**src/hdl/ilp_pkg.sv**
```systemverilog
package ilp_pkg;

    localparam int MAX_CHARS   = 4096;
    localparam int VALUE_WIDTH = 64;
    localparam int IDX_W       = $clog2(MAX_CHARS + 1);
    localparam int OFF_W       = 13;
    localparam int OUT_W       = 64;
    localparam int FIFO_DEPTH  = 4;
    localparam int FIFO_PTR_W  = $clog2(FIFO_DEPTH);
    localparam int FIFO_CNT_W  = $clog2(FIFO_DEPTH + 1);

    localparam logic [7:0] CH_SPACE = 8'd32;
    localparam logic [7:0] CH_TAB   = 8'd9;
    localparam logic [7:0] CH_CR    = 8'd13;
    localparam logic [7:0] CH_PLUS  = 8'd43;
    localparam logic [7:0] CH_MINUS = 8'd45;
    localparam logic [7:0] CH_0     = 8'd48;
    localparam logic [7:0] CH_1     = 8'd49;
    localparam logic [7:0] CH_9     = 8'd57;
    localparam logic [7:0] CH_LA    = 8'd97;
    localparam logic [7:0] CH_LF    = 8'd102;
    localparam logic [7:0] CH_UA    = 8'd65;
    localparam logic [7:0] CH_UF    = 8'd70;
    localparam logic [7:0] CH_LX    = 8'd120;
    localparam logic [7:0] CH_UX    = 8'd88;
    localparam logic [7:0] CH_LB    = 8'd98;
    localparam logic [7:0] CH_UB    = 8'd66;
    localparam logic [7:0] HEX_BASE = 8'd10;

    typedef struct packed {
        logic [7:0] char_code;
        logic       char_present;
        logic       is_last;
    } t_in;

    typedef struct packed {
        logic signed [OUT_W-1:0] value;
        logic [OFF_W-1:0]        end_offset;
        logic                    found_number;
    } t_out;

    // classified character as handed from front to back
    typedef struct packed {
        logic       present;
        logic       last;
        logic       white;
        logic       sign;
        logic       minus;
        logic       dec;
        logic       zero;
        logic       hex;
        logic       bin;
        logic       x_pfx;
        logic       b_pfx;
        logic [3:0] digit;
    } t_tok;

    typedef struct packed {
        logic full;
        logic empty;
    } t_fifo_stat;

    typedef enum logic [3:0] {
        PH_WHITE,
        PH_SIGNED,
        PH_ZERO,
        PH_DEC,
        PH_HEX_PFX,
        PH_HEX,
        PH_BIN_PFX,
        PH_BIN,
        PH_DONE_NUM,
        PH_DONE_NONE
    } t_phase;

endpackage

```
**src/hdl/ilp_front.sv**
```systemverilog
module ilp_front (
    input  logic          i_clk,
    input  logic          i_rst_n,
    input  logic          push,
    output logic          full,
    input  ilp_pkg::t_in  i_item,
    input  logic          i_fifo_full,
    output logic          o_tok_valid,
    output ilp_pkg::t_tok o_tok
);

    logic          r_valid;
    ilp_pkg::t_tok r_tok;
    ilp_pkg::t_tok n_tok;
    logic          w_accept;
    logic          w_fwd;

    assign w_fwd       = r_valid && !i_fifo_full;
    assign full        = r_valid && i_fifo_full;
    assign w_accept    = push && !full;
    assign o_tok_valid = r_valid;
    assign o_tok       = r_tok;

    always_comb begin
        logic [7:0] c;
        c             = i_item.char_code;
        n_tok.present = i_item.char_present;
        n_tok.last    = i_item.is_last;
        n_tok.white   = (c == ilp_pkg::CH_SPACE) ||
                        (c >= ilp_pkg::CH_TAB && c <= ilp_pkg::CH_CR);
        n_tok.sign    = (c == ilp_pkg::CH_PLUS) || (c == ilp_pkg::CH_MINUS);
        n_tok.minus   = (c == ilp_pkg::CH_MINUS);
        n_tok.dec     = (c >= ilp_pkg::CH_0) && (c <= ilp_pkg::CH_9);
        n_tok.zero    = (c == ilp_pkg::CH_0);
        n_tok.bin     = (c == ilp_pkg::CH_0) || (c == ilp_pkg::CH_1);
        n_tok.x_pfx   = (c == ilp_pkg::CH_LX) || (c == ilp_pkg::CH_UX);
        n_tok.b_pfx   = (c == ilp_pkg::CH_LB) || (c == ilp_pkg::CH_UB);
        n_tok.hex     = n_tok.dec ||
                        (c >= ilp_pkg::CH_LA && c <= ilp_pkg::CH_LF) ||
                        (c >= ilp_pkg::CH_UA && c <= ilp_pkg::CH_UF);
        if (c >= ilp_pkg::CH_LA) begin
            n_tok.digit = 4'(c - ilp_pkg::CH_LA + ilp_pkg::HEX_BASE);
        end else if (c >= ilp_pkg::CH_UA) begin
            n_tok.digit = 4'(c - ilp_pkg::CH_UA + ilp_pkg::HEX_BASE);
        end else begin
            n_tok.digit = 4'(c - ilp_pkg::CH_0);
        end
    end

    always_ff @(posedge i_clk) begin
        if (!i_rst_n) begin
            r_valid <= 1'b0;
        end else if (w_accept) begin
            r_valid <= 1'b1;
        end else if (w_fwd) begin
            r_valid <= 1'b0;
        end
    end

    always_ff @(posedge i_clk) begin
        if (w_accept) begin
            r_tok <= n_tok;
        end
    end

endmodule

```
**src/hdl/ilp_fifo.sv**
```systemverilog
module ilp_fifo (
    input  logic                i_clk,
    input  logic                i_rst_n,
    input  logic                i_push,
    input  ilp_pkg::t_tok       i_tok,
    input  logic                i_pop,
    output ilp_pkg::t_tok       o_tok,
    output ilp_pkg::t_fifo_stat o_stat
);

    ilp_pkg::t_tok                      r_mem [ilp_pkg::FIFO_DEPTH];
    logic [ilp_pkg::FIFO_PTR_W-1:0]     r_wr_ptr;
    logic [ilp_pkg::FIFO_PTR_W-1:0]     r_rd_ptr;
    logic [ilp_pkg::FIFO_CNT_W-1:0]     r_count;
    logic                               w_wr;
    logic                               w_rd;

    localparam logic [ilp_pkg::FIFO_PTR_W-1:0] LAST_PTR =
        ilp_pkg::FIFO_PTR_W'(ilp_pkg::FIFO_DEPTH - 1);
    localparam logic [ilp_pkg::FIFO_CNT_W-1:0] DEPTH_CNT =
        ilp_pkg::FIFO_CNT_W'(ilp_pkg::FIFO_DEPTH);

    assign o_stat.full  = (r_count == DEPTH_CNT);
    assign o_stat.empty = (r_count == '0);
    assign w_wr         = i_push && !o_stat.full;
    assign w_rd         = i_pop && !o_stat.empty;
    assign o_tok        = r_mem[r_rd_ptr];

    always_ff @(posedge i_clk) begin
        if (!i_rst_n) begin
            r_wr_ptr <= '0;
            r_rd_ptr <= '0;
            r_count  <= '0;
        end else begin
            if (w_wr) begin
                r_wr_ptr <= (r_wr_ptr == LAST_PTR) ? '0 : r_wr_ptr + 1'b1;
            end
            if (w_rd) begin
                r_rd_ptr <= (r_rd_ptr == LAST_PTR) ? '0 : r_rd_ptr + 1'b1;
            end
            if (w_wr && !w_rd) begin
                r_count <= r_count + 1'b1;
            end else if (w_rd && !w_wr) begin
                r_count <= r_count - 1'b1;
            end
        end
    end

    always_ff @(posedge i_clk) begin
        if (w_wr) begin
            r_mem[r_wr_ptr] <= i_tok;
        end
    end

endmodule

```
**src/hdl/ilp_back.sv**
```systemverilog
module ilp_back (
    input  logic          i_clk,
    input  logic          i_rst_n,
    input  logic          i_tok_valid,
    input  ilp_pkg::t_tok i_tok,
    output logic          o_pop,
    input  logic          i_res_pop,
    output logic          o_res_valid,
    output ilp_pkg::t_out o_res
);

    localparam int VAL_W = ilp_pkg::VALUE_WIDTH;
    localparam int IDX_W = ilp_pkg::IDX_W;
    localparam logic [IDX_W-1:0] IDX_MAX = IDX_W'(ilp_pkg::MAX_CHARS);

    ilp_pkg::t_phase  r_phase, n_phase;
    logic [VAL_W-1:0] r_acc, n_acc;
    logic             r_neg, n_neg;
    logic [IDX_W-1:0] r_idx, n_idx;
    logic [IDX_W-1:0] r_end, n_end;
    logic             r_out_valid;
    ilp_pkg::t_out    r_out;
    ilp_pkg::t_out    w_res;
    logic             w_take;

    // a last token needs the result register free or leaving this cycle
    assign w_take      = i_tok_valid && (!i_tok.last || !r_out_valid || i_res_pop);
    assign o_pop       = w_take;
    assign o_res_valid = r_out_valid;
    assign o_res       = r_out;

    always_comb begin
        ilp_pkg::t_phase  c_phase;
        logic [VAL_W-1:0] c_acc;
        logic             c_neg;
        logic [IDX_W-1:0] c_idx;
        logic [IDX_W-1:0] c_end;
        logic [IDX_W-1:0] next_index;
        logic [VAL_W-1:0] dv;
        logic [VAL_W-1:0] acc_dec;
        logic [VAL_W-1:0] acc_hex;
        logic [VAL_W-1:0] acc_bin;
        logic [VAL_W-1:0] v;
        logic             have;

        next_index = (r_idx < IDX_MAX) ? r_idx + 1'b1 : IDX_MAX;
        dv         = VAL_W'(i_tok.digit);
        acc_dec    = (r_acc << 3) + (r_acc << 1) + dv;
        acc_hex    = (r_acc << 4) | dv;
        acc_bin    = (r_acc << 1) | VAL_W'(i_tok.digit[0]);

        c_phase = r_phase;
        c_acc   = r_acc;
        c_neg   = r_neg;
        c_idx   = r_idx;
        c_end   = r_end;

        if (i_tok.present) begin
            c_idx = next_index;
            case (r_phase)
                ilp_pkg::PH_WHITE, ilp_pkg::PH_SIGNED: begin
                    if (r_phase == ilp_pkg::PH_WHITE && i_tok.white) begin
                        c_phase = r_phase;
                    end else if (r_phase == ilp_pkg::PH_WHITE && i_tok.sign) begin
                        c_neg   = i_tok.minus;
                        c_phase = ilp_pkg::PH_SIGNED;
                    end else if (i_tok.dec) begin
                        c_acc   = acc_dec;
                        c_end   = next_index;
                        c_phase = i_tok.zero ? ilp_pkg::PH_ZERO : ilp_pkg::PH_DEC;
                    end else begin
                        c_phase = ilp_pkg::PH_DONE_NONE;
                    end
                end
                ilp_pkg::PH_ZERO: begin
                    if (i_tok.x_pfx) begin
                        c_acc   = '0;
                        c_end   = '0;
                        c_phase = ilp_pkg::PH_HEX_PFX;
                    end else if (i_tok.b_pfx) begin
                        c_acc   = '0;
                        c_end   = '0;
                        c_phase = ilp_pkg::PH_BIN_PFX;
                    end else if (i_tok.dec) begin
                        c_acc   = acc_dec;
                        c_end   = next_index;
                        c_phase = ilp_pkg::PH_DEC;
                    end else begin
                        c_phase = ilp_pkg::PH_DONE_NUM;
                    end
                end
                ilp_pkg::PH_DEC: begin
                    if (i_tok.dec) begin
                        c_acc = acc_dec;
                        c_end = next_index;
                    end else begin
                        c_phase = ilp_pkg::PH_DONE_NUM;
                    end
                end
                ilp_pkg::PH_HEX_PFX, ilp_pkg::PH_HEX: begin
                    if (i_tok.hex) begin
                        c_acc   = acc_hex;
                        c_end   = next_index;
                        c_phase = ilp_pkg::PH_HEX;
                    end else begin
                        c_phase = (r_phase == ilp_pkg::PH_HEX) ?
                                  ilp_pkg::PH_DONE_NUM : ilp_pkg::PH_DONE_NONE;
                    end
                end
                ilp_pkg::PH_BIN_PFX, ilp_pkg::PH_BIN: begin
                    if (i_tok.bin) begin
                        c_acc   = acc_bin;
                        c_end   = next_index;
                        c_phase = ilp_pkg::PH_BIN;
                    end else begin
                        c_phase = (r_phase == ilp_pkg::PH_BIN) ?
                                  ilp_pkg::PH_DONE_NUM : ilp_pkg::PH_DONE_NONE;
                    end
                end
                default: begin
                    c_phase = r_phase;
                end
            endcase
        end

        case (c_phase)
            ilp_pkg::PH_ZERO, ilp_pkg::PH_DEC, ilp_pkg::PH_HEX,
            ilp_pkg::PH_BIN, ilp_pkg::PH_DONE_NUM: have = 1'b1;
            default:                               have = 1'b0;
        endcase

        v = c_neg ? (VAL_W'(0) - c_acc) : c_acc;
        if (have) begin
            w_res.value        = ilp_pkg::OUT_W'(signed'(v));
            w_res.end_offset   = ilp_pkg::OFF_W'(c_end);
            w_res.found_number = 1'b1;
        end else begin
            w_res.value        = '0;
            w_res.end_offset   = '0;
            w_res.found_number = 1'b0;
        end

        // string ends: back to the start state for the next one
        if (i_tok.last) begin
            n_phase = ilp_pkg::PH_WHITE;
            n_acc   = '0;
            n_neg   = 1'b0;
            n_idx   = '0;
            n_end   = '0;
        end else begin
            n_phase = c_phase;
            n_acc   = c_acc;
            n_neg   = c_neg;
            n_idx   = c_idx;
            n_end   = c_end;
        end
    end

    always_ff @(posedge i_clk) begin
        if (!i_rst_n) begin
            r_phase     <= ilp_pkg::PH_WHITE;
            r_acc       <= '0;
            r_neg       <= 1'b0;
            r_idx       <= '0;
            r_end       <= '0;
            r_out_valid <= 1'b0;
        end else begin
            if (w_take) begin
                r_phase <= n_phase;
                r_acc   <= n_acc;
                r_neg   <= n_neg;
                r_idx   <= n_idx;
                r_end   <= n_end;
            end
            if (w_take && i_tok.last) begin
                r_out_valid <= 1'b1;
            end else if (i_res_pop) begin
                r_out_valid <= 1'b0;
            end
        end
    end

    always_ff @(posedge i_clk) begin
        if (w_take && i_tok.last) begin
            r_out <= w_res;
        end
    end

endmodule

```
**src/hdl/integer_literal_parser.sv**
```systemverilog
// path: a last character passes the classify register and the token queue, then
// the parse state and the result register are written together
// throughput: one character per cycle, with a combinational shift-add in the parse
// unit; a full result register stalls a last character, and the queue fills behind it
// reset: synchronous active-low i_rst_n empties the queues and returns the
// parser to the leading-whitespace state
module integer_literal_parser (
    input  logic          i_clk,
    input  logic          i_rst_n,
    input  logic          push,
    output logic          full,
    input  ilp_pkg::t_in  i_item,
    output logic          empty,
    input  logic          pop,
    output ilp_pkg::t_out o_res
);

    logic                w_front_valid;
    ilp_pkg::t_tok       w_front_tok;
    ilp_pkg::t_tok       w_fifo_tok;
    ilp_pkg::t_fifo_stat w_fifo_stat;
    logic                w_fifo_pop;
    logic                w_res_valid;

    assign empty = !w_res_valid;

    ilp_front u_front (
        .i_clk       (i_clk),
        .i_rst_n     (i_rst_n),
        .push        (push),
        .full        (full),
        .i_item      (i_item),
        .i_fifo_full (w_fifo_stat.full),
        .o_tok_valid (w_front_valid),
        .o_tok       (w_front_tok)
    );

    ilp_fifo u_fifo (
        .i_clk   (i_clk),
        .i_rst_n (i_rst_n),
        .i_push  (w_front_valid),
        .i_tok   (w_front_tok),
        .i_pop   (w_fifo_pop),
        .o_tok   (w_fifo_tok),
        .o_stat  (w_fifo_stat)
    );

    ilp_back u_back (
        .i_clk       (i_clk),
        .i_rst_n     (i_rst_n),
        .i_tok_valid (!w_fifo_stat.empty),
        .i_tok       (w_fifo_tok),
        .o_pop       (w_fifo_pop),
        .i_res_pop   (pop && !empty),
        .o_res_valid (w_res_valid),
        .o_res       (o_res)
    );

    // an accepted transaction is held in the classify stage next cycle
    a_front_holds: assert property (@(posedge i_clk) disable iff (!i_rst_n)
        (push && !full) |=> w_front_valid)
        else $error("accepted character missing from classify stage");

    // the parser never reads an empty token queue
    a_no_underflow: assert property (@(posedge i_clk) disable iff (!i_rst_n)
        w_fifo_pop |-> !w_fifo_stat.empty)
        else $error("token queue read while empty");

    // a result appears only after a last token was parsed
    a_result_from_last: assert property (@(posedge i_clk) disable iff (!i_rst_n)
        $fell(empty) |-> $past(w_fifo_pop && w_fifo_tok.last))
        else $error("result without a last character");

endmodule
```
**config.mk**
```make
export PLATFORM = sky130hd
export DESIGN_NAME = integer_literal_parser
export DESIGN_NICKNAME = d
export VERILOG_FILES = /design/src/hdl/ilp_pkg.sv /design/src/hdl/ilp_front.sv /design/src/hdl/ilp_fifo.sv /design/src/hdl/ilp_back.sv /design/src/hdl/integer_literal_parser.sv
export SDC_FILE = /design/constraint.sdc
export NUM_CORES = 1
export LEC_CHECK = 0
export ABC_AREA = 1
export ABC_CLOCK_PERIOD_IN_PS = 5990
export BUFFER_PORTS_ARGS = -buffer_cell sky130_fd_sc_hd__buf_2
export CAP_MARGIN = 20
export CORE_UTILIZATION = 30
export DETAILED_ROUTE_END_ITERATION = 12
export PLACE_DENSITY = 0.45
export REMOVE_ABC_BUFFERS = 1
export SLEW_MARGIN = 20
export SYNTH_ARGS = -nofsm -noshare
export SYNTH_HDL_FRONTEND = slang
export SYNTH_HIERARCHICAL = 1
export SYNTH_SLANG_ARGS = --single-unit
```
**constraint.sdc**
```tcl
create_clock -name i_clk -period 5.99 [get_ports i_clk]
set_clock_uncertainty 0.15 [all_clocks]
set_input_delay 1.198 -clock i_clk [delete_from_list [all_inputs] [get_ports i_clk]]
set_output_delay 1.198 -clock i_clk [all_outputs]
set_load 0.02 [all_outputs]
```
# Word level (Yosys, flattened, before mapping)
# Memory sizes are Yosys's and may differ from the RTL's. A register that Yosys moved wholly into a read port is not among the register bits.
# Index checks and enable logic that the tools add are counted.
# totals
reg_bits	197
ramBits	60
input_bits	14
out_inout_bits	80
word_cells	176
n_memories	1
# memory_table
memory	depth	word_bits	read_ports	rd_ports_with_merged_regs	write_ports	line	text
u_fifo.r_mem	4	15	1	1	1	ilp_fifo.sv:11	ilp_pkg::t_tok r_mem [ilp_pkg::FIFO_DEPTH];
# classes
n_addsub	13
n_lt_le_gt_ge	9
eq_ne	24
mux	60
bitwise	2
reduce_logical	42
# op_table
operator	count
$mux W64	10
$pmux W64 S5	1
$mux W13	12
$pmux W13 S5	1
$add A64 B4 Y64	1
$add A64 B64 Y64	1
$or A64 B1 Y64	1
$or A64 B4 Y64	1
$sub A1 B64 Y64 const A	1
$mux W4	13
$eq A8 B6 Y1 const B	5
$eq A8 B7 Y1 const B	4
$eq A4 B3 Y1 const B	6
$pmux W4 S5	1
$eq A4 B2 Y1 const B	4
$ge A8 B7 Y1 const B	2
$le A8 B7 Y1 const B	2
$mux W1	16
$logic_and A1 B1 Y1	15
$add A13 B1 Y13 const B	1
$lt A13 B13 Y1 const B	1
$sub A4 B1 Y4 const B	3
$logic_or A1 B1 Y1	9
$add A4 B4 Y4 const B	2
20 further kinds	37

# Logic depth before layout (Yosys ltp)
# Gate-level depths: netlist (run 1).
# logic_depth
depth_word	10
ltp_mapped	32
ltp_nobuf	31

# Cells and area by module
# Netlist (run 1), hierarchy kept.
# modules_own_cells
module	n_inst	cells_each	area_per_inst_um2	seq_area_each_um2
ilp_back	1	2869	17121.4	4264.1
ilp_fifo	1	217	2854.0	1981.9
ilp_front	1	111	934.6	470.5
integer_literal_parser	1	4	15.0	0.0

# Least setup slack after synthesis (run 1)
# Ideal clock, no wire load.
# synth_path
path_kind	input port to flip-flop
start	in pop
end	reg u_back.r_idx[10]
setup_ps	132
t_arrival_ps	3819
required_time_ps	5708
slack_ps	1889
cell_stages	12
path_buffers	1
path_cell_list	nand2_1 > inv_1 > inv_1 > nand2_1 > o21ai_0 > inv_1 > nand2_1 > inv_1 > nor2_1 > clkbuf_1 > nand2_1 > a21oi_1
# synth_between
elab_chain_len	4
# synth_rtl
element	line	text
start, declared	integer_literal_parser.sv:14	input logic pop,
$logic_and A1 B1 Y1	integer_literal_parser.sv:54	.i_res_pop (pop && !empty),
$logic_or A1 B1 Y1	ilp_back.sv:27	assign w_take = i_tok_valid && (!i_tok.last || !r_out_valid || i_res_pop);
$logic_and A1 B1 Y1	ilp_back.sv:27	
via w_fifo_pop	integer_literal_parser.sv:22	logic w_fifo_pop;
$reduce_and A2 Y1 (no source line)	-	
end signal, assigned	ilp_back.sv:172	r_idx <= n_idx;
end, declared	ilp_back.sv:19	logic [IDX_W-1:0] r_idx, n_idx;
# The timed path passes the listed nets, and every way through them passes these cells.
# A chain may end at the register's enable or synchronous reset.

==> results of run 1 <==
## synthesized netlist by cell type (7+ instances only)
cell      instances
nand3b_1         27
clkbuf_1         43
a22oi_1          11
nand2_1        1044
o22ai_1          37
nor3_1           40
buf_2            28
o21bai_1          7
nor2_2           12
nand3_1         176
o22ai_2          10
a21oi_1         273
inv_2            15
buf_6             8
nor2_4           10
nand2_2          17
inv_1           479
o21ai_1          28
edfxtp_1        153
nor2_1          312
ha_1            135
o21ai_0          76
o21ai_2          17
nand4_1          29
dfxtp_1         106
o221ai_1         30
## worst max-delay path: stages, from the launching register on
cell	delay, ps
dfxtp_1	430
inv_2	190
buf_4	320
nor2_1	70
o22ai_1	250
inv_1	150
nor2_4	320
nand2_1	90
nor2_1	170
nand2_4	290
nand2_1	150
nand3_1	140
inv_1	110
ha_1	180
nand4_1	100
nor2_1	190
nand2_1	160
nor2_4	210
nand3_2	130
nor2_4	150
nand2_2	100
nor2_4	180
nand3_1	150
a21oi_1	160
nor2_1	60
## logic make-up after synthesis
logic type      after synthesis
compound gates              512
xor+xnor                      8
fa+ha+maj                   138
buf+inv                     587
flops                       259
simple gates               1697
## area by class of cell
type                       count  area (µm²)
clock buffer                  36         772
clock inverter                18         210
fill                        7594       45500
inverter                     497        1870
multi-input combinational   2355       11900
sequential                   259        6720
tap                          931        1160
timing repair buffer         116         654
## metrics by stage
| step | std cells | area (µm²) |
|---|---|---|
| finish | 4212 | 23300 |
| global route | 4212 | 23300 |
| CTS | 4212 | 23300 |
| detailed placement | 4158 | 22300 |
| global placement | 4158 | 22300 |
| floorplan | 3111 | 20500 |
## how the worst max path moves through the flow
stage,cells past startpoint,startpoint,end,slack [ps]
finish,24,flip-flop,u_back/o_res[72],1090
CTS,26,flip-flop,u_back/o_res[68],1050
floorplan,8,flip-flop,u_back/r_acc[57],-3960
global route,24,flip-flop,u_back/o_res[76],400
global placement,26,flip-flop,u_back/o_res[68],1090
detailed placement,26,flip-flop,u_back/o_res[68],1080
## layout by cell type (no fill, tap or decap), drive strengths merged, types with 27 or more instances in the layout
master	count
nand2	1065
nand3	181
o221ai	30
nand3b	27
inv	497
o22ai	47
dfxtp	106
a21oi	275
ha	135
o21ai	121
buf	116
edfxtp	153
nor2	334
clkbuf	36
nor3	42
nand4	30
## power groups by stage
stage | logic, mW | registers [mW] | clock network (mW)
6_report | 6.16 | 2.81 | 1.88
5_1_grt | 6.88 | 2.86 | 2.00
4_1_cts | 6.23 | 2.82 | 1.93
3_5_place_dp | 6.21 | 2.85 | 0
3_3_place_gp | 6.23 | 2.87 | 0
2_1_floorplan | 3.70 | 3.09 | 0
## sequential cells by signal, indices dropped and copies added (netlist names), named ones only
| signal | cells |
|---|---|
| u_back/r_end | 13 |
| u_fifo/r_mem | 60 |
| u_front/o_tok_valid | 1 |
| u_back/o_res_valid | 1 |
| u_back/o_res | 78 |
| u_fifo/r_rd_ptr | 2 |
| u_back/r_neg | 1 |
| u_fifo/r_wr_ptr | 2 |
| u_back/r_phase | 4 |
| u_front/o_tok | 15 |
| u_back/r_acc | 64 |
| u_fifo/r_count | 3 |
| u_back/r_idx | 13 |
## metal layers
| layer | vias up | part of all wire, % |
|---|---|---|
| met3 | 76 | 2.9 |
| met5 | - | 0 |
| met2 | 381 | 50 |
| met4 | 0 | 2.3 |
| met1 | 9333 | 45 |
| li1 | 10500 | - |
==> impl.org, run 1 <==
** Global routing
- Antenna violations before repair :: 2
- In the global route stage, met3 resource usage came out at 1.52%.
- The total overflow left after global routing is 0.
- After global routing, the most crowded layer is met2.
- For this run, global-route usage on met1 was measured as 26.6%.
- GRT Total Usage :: between 20% and 30%
- Entering global routing, the biggest net connects slightly below 80 pins.
- For met2 alone, demand over resource in global routing was between 30% and 40%.
- Number of global-route vias before repair :: roughly 20000
- Global-route wire length before repair :: roughly 110000 µm

** Yosys
- Summing the areas of all and, or, nand and nor instances in the mapped netlist gives 33.9% of the synthesized area.
- Seq/Total Area, Yosys :: between 30 and 40%
- Ranked by total cell area, the synthesized netlist is headed by edfxtp_1 22%, nand2_1 19%, dfxtp_1 10%.
- Yosys synthesis warning count :: 6
- After synthesis the netlist holds a flip-flop and latch count of roughly 260.
- Average size of a mapped cell :: 6.54 µm²
- Compound-gate portion of the synthesized area :: 14.2%
- Ys async rst share :: 0%
- Synth Area in Adders :: between 8 and 9%
- After technology mapping, the gate count stands at between 3000 and 4000.
- Leading register cell type out of synthesis :: edfxtp_1
- Synth top area share :: between 20% and 30%
- Synth area leader :: edfxtp_1
- The netlist uses 55 different library cells.
- The synthesized netlist devotes less than 1% of its cell area to XOR and XNOR gates.
- After synthesis, the share of cell area in mux cells is 0%.
- By area, the combinational part of the netlist is dominated by simple AND/OR/NAND/NOR gates.
- Post-synthesis cell area :: 0.0209 mm²
- Counting flops with a built-in enable in the synthesized netlist gives between 150 and 200.

** STA
- Setup violations remaining at the end of the flow were counted as 0.
- Period utilization :: around 82%
- Across all setup checks in the final design, the least slack found is around 1100 ps.
- Worst hold margin :: ~320 ps
- Setup repair after global routing missed its margin :: false
- Adding up every negative setup slack in the final design gives 0 ps.
- In this run the tightest slew margin relative to its limit is about a third.
- Number of slew-limit violations in the final report :: 0
- For the pin with the worst max-slew slack, the measured transition is between 900 and 1000 ps.
- Timing-limited maximum frequency :: between 200 and 250 MHz
- The clock period could shrink to 4900 ps.
- Hold Vio Cnt, Final :: 0

** Critical path
- Data arrives at the worst endpoint at about 5100 ps.
- The setup check on the worst reg-to-reg path leaves a slack of between 1000 and 1500 ps.
- The critical path is of the flip-flop to flip-flop type.
- For the worst flop-to-flop path, the logic depth is 24.
- Largest driver fanout on the critical path :: 32
- The worst register-to-register path ends at u_back/o_res[72].
- STA puts the critical path data required time at 6170 ps.
- The worst setup path is captured at a flip-flop.
- STA classifies the critical path startpoint as a flip-flop.

** Run
- Reported max-cap violation count :: 0

** Power and ir drop
- Tot Pwr :: ~11 mW
- Sequential share of power :: 25.9%
- Pwr/cell area :: 465 mW/mm²
- Switching power total :: between 5 and 6 mW
- Net switching is between 50% and 60% of the power.
- The analysis attributes to cell leakage a power of ~11 nW.
- Worst vdd rail ir drop :: roughly 0.46 mV
- Cell internal power was estimated by the tool at roughly 5.2 mW.
- Combinational logic is responsible for a little under three fifths of the overall power.
- The share of total power dissipated in the clock network is between 15 and 20%.

** Placement
- Minimum setup slack after placement :: between 1000 and 1500 ps
- Total half-perimeter wirelength after legalization and detailed placement :: 58000 µm
- Port bufs :: 93
- Global placement routability congestion :: 0.882

** Route
- The detailed router finished its first iteration with 1500 violations.
- After detailed routing, the total wire length is 74600 µm.
- Using the TritonRoute via totals, the vias-per-cell ratio works out to between 4 and 5.
- Before antenna repair, the detailed router went through 5 iterations.
- After detailed routing, the number of remaining DRC violations is 0.
- Routed vias :: ~20000
- The count of nets left with antenna violations once routing finished came out at 0.
- After detailed routing, the average wire length per cell comes to approximately 18 µm.

** Floorplanning
- Core area :: about 0.069 mm²
- From left edge to right edge, the die measures 266 µm.
- Cell Rows :: 96
- Die Span Y :: 266 µm
- Top Ports :: 94
- Total die area :: 0.0708 mm²
- Starting density of the core :: 30.4%

** Clock network
- TritonCTS clock tree :: built
- Post-CTS timing repair inserted 0 buffers for setup.
- CTS Buf Count :: 29
- Clock slew seen by the registers of the worst setup and hold paths :: roughly 60 ps
- Buffer levels on the longest clock path :: 3
- Latest clock arrival within the worst-skew pair :: slightly below 600 ps
- In this run the number of H-tree levels came out at 1.
- Clock Root Buffer :: clkbuf_16
- After clock tree synthesis, the flow added hold-fix buffers numbering 0.
- Total clock sinks :: 259
- The number of gates resized after CTS was 0.

** Cells and area
- The net count of the finished layout is 3410.
- Once layout is complete, the utilization of the core stands at around a third.
- Signed area change from the synthesized netlist to the final layout :: 11.4%
- Share of layout cells above drive strength 1 :: under 10%
- Diodes inserted :: 0

** Hold path
- The startpoint identified for the worst hold timing path is u_back/r_end[12].
- The worst hold path passes through 2 cells.
- Type of the most critical hold path :: flip-flop to flip-flop
- Sink of the worst hold path :: u_back/r_end[12]

** Status
- Result of the run :: finished, final reports clean
Note: power is estimated with default switching activity, not from simulation.
==> run 2: changes to the inputs <==
- ABC_AREA: 1 -> 0
- ABC_CLOCK_PERIOD_IN_PS: 5990 -> 4270
- PLACE_DENSITY: 0.45 -> 0.46
- clock period: 5.99 -> 4.27 ns (I/O delays scaled with it)
==> run 2 against run 1 <==
Critical endpoint is now u_back/o_res[59]. Synthesized cell count down 35%. Non-clock buffer count grew 569. Worst setup slack lost 2700 ps. Cell count down 16%. Via count shrank 7.2%. Die area is 10% lower. Sequential power rose by 17%. Combinational power decreased by 3.4%. The flow now finishes with violations (setup timing). Clock power up 46%.
==> impl.org, run 2 <==
** Critical path
- Critical Path RT :: 4460 ps (was 6170 ps)
- The kind of end point of the critical path is a flip-flop (unchanged).
- The depth of the worst register-to-register path came to 21 (was 24).
- The arrival time at the worst endpoint was 6080 ps (was 5080 ps).
- WS Path Type :: flip-flop to flip-flop (unchanged)
- The kind of launch point of the worst setup path is a flip-flop (unchanged).
- The capture point of the worst reg-to-reg path was u_back/o_res[59] (was u_back/o_res[72]).
- Reg2reg setup slack :: -1620 ps (was 1090 ps)
- The maximum fanout encountered on the critical timing path was 5 (was 32).

** Yosys
- The synthesized cell area came to 0.0188 mm² (was 0.0209 mm²).
- The synthesized netlist cell count was 2087 (was 3201).
- Top cell types by occurrence after synthesis: 209 x nor2_1, 159 x nand2_1, 153 x a21oi_1, 153 x edfxtp_1, 144 x o21ai_0 (was 1044 x nand2_1, 479 x inv_1, 312 x nor2_1).
- Library cell with the highest instance count after synthesis :: nor2_1 (was nand2_1)
- The library cell occupying the most area in the post-synthesis netlist is edfxtp_1 (unchanged).
- Count of flip-flops with a built-in enable after synthesis :: 153 (unchanged)
- Yosys synthesis warning count :: 6 (unchanged)
- The synthesized flop and latch total is 259 (unchanged).
- Top cells by area in the synthesized netlist :: edfxtp_1 24%, dfxtp_1 11%, ha_1 9.0% (was edfxtp_1 22%, nand2_1 19%, dfxtp_1 10%)
- The most instantiated flip-flop cell in the synthesis netlist is edfxtp_1 (unchanged).
- The share of synthesized registers carrying an async set or reset is 0% (unchanged).
- The average cell area after synthesis came to 9.01 µm² (was 6.54 µm²).
- Post-synthesis cell type count :: 105 (was 55)
- The proportion of netlist area held by the largest area contributor is 24.4% (was 22.0%).
- The part of the Yosys area used for sequential elements was 35.7% (was 32.1%).

** Clock network
- H-tree depth :: 1 (unchanged)
- Clock Root Buffer :: clkbuf_16 (unchanged)
- Buffer levels on the longest clock path :: 3 (unchanged)
- The number of buffers created by CTS is 30 (was 29).
- The clock transition at the registers of the reported paths is 60 ps (about the same).
- TritonCTS clock tree :: built (unchanged)
- The cts-stage hold buffer count is 0 (unchanged).
- Total clock sinks :: 259 (unchanged)
- Latest clock arrival within the worst-skew pair :: 590 ps (was 580 ps)

** Cells and area
- The total of fill cells in the finished design was 6020 (was 7594).
- The flip-flop count of the largest register, all copies and words added is 78 (unchanged).
- The most common library cell in the layout ignoring fill and taps was buf_4 (was nand2_1).
- Final Core Density :: 43.4% (was 33.9%)
- Fin nets :: 2827 (was 3410)
- Post-route design area :: 0.0268 mm² (was 0.0233 mm²)
- The area growth from synthesis to layout was 42.5% (was 11.4%).
- Leading cell types in the layout, fill and taps excluded: 525 x buf_4, 201 x nor2_1, 153 x edfxtp_1, 151 x nand2_1, 134 x a21oi_1 (was 1044 x nand2_1, 477 x inv_1, 307 x nor2_1, 273 x a21oi_1, 176 x nand3_1).
- Diodes inserted :: 0 (unchanged)
- Sequential cell area :: 0.00672 mm² (about the same)
- The ratio of cells with drive above 1 in the final layout came to 35.4% (was 8.29%).
- The footprint of the multi-input gates was 0.0126 mm² (was 0.0119 mm²).

** Route
- The detailed-route DRC error count was 0 (unchanged).
- Starting DRT DRC Count :: 1218 (was 1500)
- The number of detailed-route iterations in the first pass came to 5 (unchanged).
- The ratio of routed vias to standard cells came to 5.32 (was 4.82).
- Overall routed net length :: 72400 µm (was 74600 µm)
- Routed vias :: 18800 (was 20300)
- The number of nets with antenna violations after routing is 0 (unchanged).
- The average wire per cell in the routed design is 20.5 µm (was 17.7 µm).

** Run
- Reported max-cap violation count :: 0 (unchanged)

** Floorplanning
- The width of the chip is 252 µm (was 266 µm).
- The number of placement rows is 91 (was 96).
- The starting utilization of the core area was 30.4% (about the same).
- Core area :: 0.0618 mm² (was 0.0688 mm²)
- The number of top-level pins came to 94 (unchanged).
- The height of the chip came to 252 µm (was 266 µm).
- Total die area :: 0.0637 mm² (was 0.0708 mm²)

** STA
- Setup-violating endpoint count in the final report :: 72 (was 0)
- The share of the clock period used by the worst path after layout is 138% (was 81.8%).
- Number of slew-limit violations in the final report :: 0 (unchanged)
- The number of hold violations in the final report came to 0 (unchanged).
- Setup repair after global routing missed its margin: true (was false).
- The worst hold slack came to 289 ps (was 315 ps).
- The remaining max-slew budget at the tightest pin is 19.2% (was 33.7%).
- Timing-limited maximum frequency :: 170 MHz (was 204 MHz)
- Least-Margin Pin Slew :: 1210 ps (was 990 ps)
- Worst Setup Slack, final :: -1620 ps (was 1090 ps)
- The shortest clock period the worst path allows after layout was 5890 ps (was 4900 ps).

** Hold path
- The number of instances on the worst hold path is 1 (was 2).
- Type of the most critical hold path :: input pin to flip-flop (was flip-flop to flip-flop)
- The launch point of the worst hold path is i_item[0] (was u_back/r_end[12]).
- The hold-critical path endpoint is u_front/o_tok[13] (was u_back/r_end[12]).

** Power and ir drop
- The cell leakage power was 10.8 nW (was 10.9 nW).
- Tot Pwr :: 12.0 mW (was 10.8 mW)
- The peak ir drop on the vdd network is 0.346 mV (was 0.463 mV).
- Pwr/cell area :: 447 mW/mm² (was 465 mW/mm²)

** Placement
- The worst-case setup slack after placement is -1940 ps (was 1080 ps).
- The count of input and output buffers came to 93 (unchanged).
- The HPWL reported at the end of detailed placement was 54000 µm (was 58000 µm).
- Dpl cell area :: 0.0239 mm² (was 0.0223 mm²)
- Global placement routability congestion :: 0.971 (was 0.882)

** Global routing
- The number of antenna violations at the first check in global routing was 0 (was 2).
- Overflow left after global routing :: 0 (unchanged)
- Global-route wire length before repair :: 110000 µm (was 115000 µm)
- The total global-route track usage is 22.2% (was 20.8%).
- The largest net degree at the start of global routing is 45 (was 79).
- Number of global-route vias before repair :: 18700 (was 19400)

** Status
- Result of the run: finished with violations (was finished, final reports clean).
- The checks that failed: setup timing.
-- run 2: worst max-delay path: stages (launching register included) --
cell and delay [ps]:
dfxtp_4 380, mux4_2 550, ha_4 270, ha_4 160
fa_2 340, a21o_1 240, a221o_1 380, a22oi_2 340
buf_4 200, o2bb2ai_4 120, xor2_1 190, o21ai_1 110
or3_1 350, or4_4 480, buf_6 150, or3_4 410
nor3_4 170, buf_4 190, clkbuf_16 160, a21oi_1 80
xnor2_1 160, nor2_1 50
-- run 2: area by class of cell --
class / instances / area share [%]
Clock buffer: 36 / 3.00
Clock inverter: 20 / 0.882
Inverter: 37 / 0.574
Multi-Input combinational cell: 1662 / 46.9
Sequential cell: 259 / 25.1
Tap cell: 837 / 3.91
Timing Repair Buffer: 685 / 19.7
-- run 2: power by group --
group | switching, mW | total [mW] | internal, mW | leakage, nW
Sequential | 0.188 | 3.29 | 3.10 | 2.30
Combinational | 3.63 | 5.95 | 2.32 | 7.97
Clock | 1.10 | 2.75 | 1.64 | 0.507
-- run 2: per-layer routing --
metal	vias up	part of all wire (%)	GRT usage (%)
li1	9054	-	-
met1	9139	46	30.6
met2	506	46	36.0
met3	129	4.6	2.27
met4	0	3.3	7.29
met5	-	0	0
-- run 2: repair_timing --
action	4_1_cts	5_1_grt
resized for setup	162	151
gates cloned	1	1
endpoints found under the setup margin	91	88
buffers inserted	29	40
pin swaps	68	130
-- run 2: worst max path at each step --
| stage | end | cells after the start | startpoint | slack (ps) |
|---|---|---|---|---|
| floorplan | u_back/o_res[55] | 8 | flip-flop | -5770 |
| global placement | u_back/o_res[74] | 18 | flip-flop | -1880 |
| detailed placement | u_back/o_res[68] | 19 | flip-flop | -1940 |
| CTS | u_back/o_res[68] | 21 | flip-flop | -1560 |
| global route | u_back/o_res[59] | 23 | flip-flop | -1760 |
| finish | u_back/o_res[59] | 21 | flip-flop | -1620 |
-- run 2: stage by stage --
stage / setup TNS (ps) / std cells
6_report: -69560 / 3536
5_1_grt: -81180 / 3536
4_1_cts: -63340 / 3507
3_5_place_dp: -91830 / 3424
3_3_place_gp: -86850 / 3424
2_1_floorplan: -600240 / 1958
-- run 2: kinds of logic (layout without fill, tap and decap cells) --
group | count (synthesis) | after routing | synth area share (%)
and+or+nand+nor | 708 | 708 | 19.1
AOI/OAI and AO/OA | 682 | 682 | 24.5
DFF | 259 | 259 | 35.7
buffers and inverters | 166 | 778 | 3.85
adders and majority gates | 138 | 138 | 9.30
xor gates and xnor gates | 102 | 102 | 4.75
muxes | 32 | 32 | 2.80
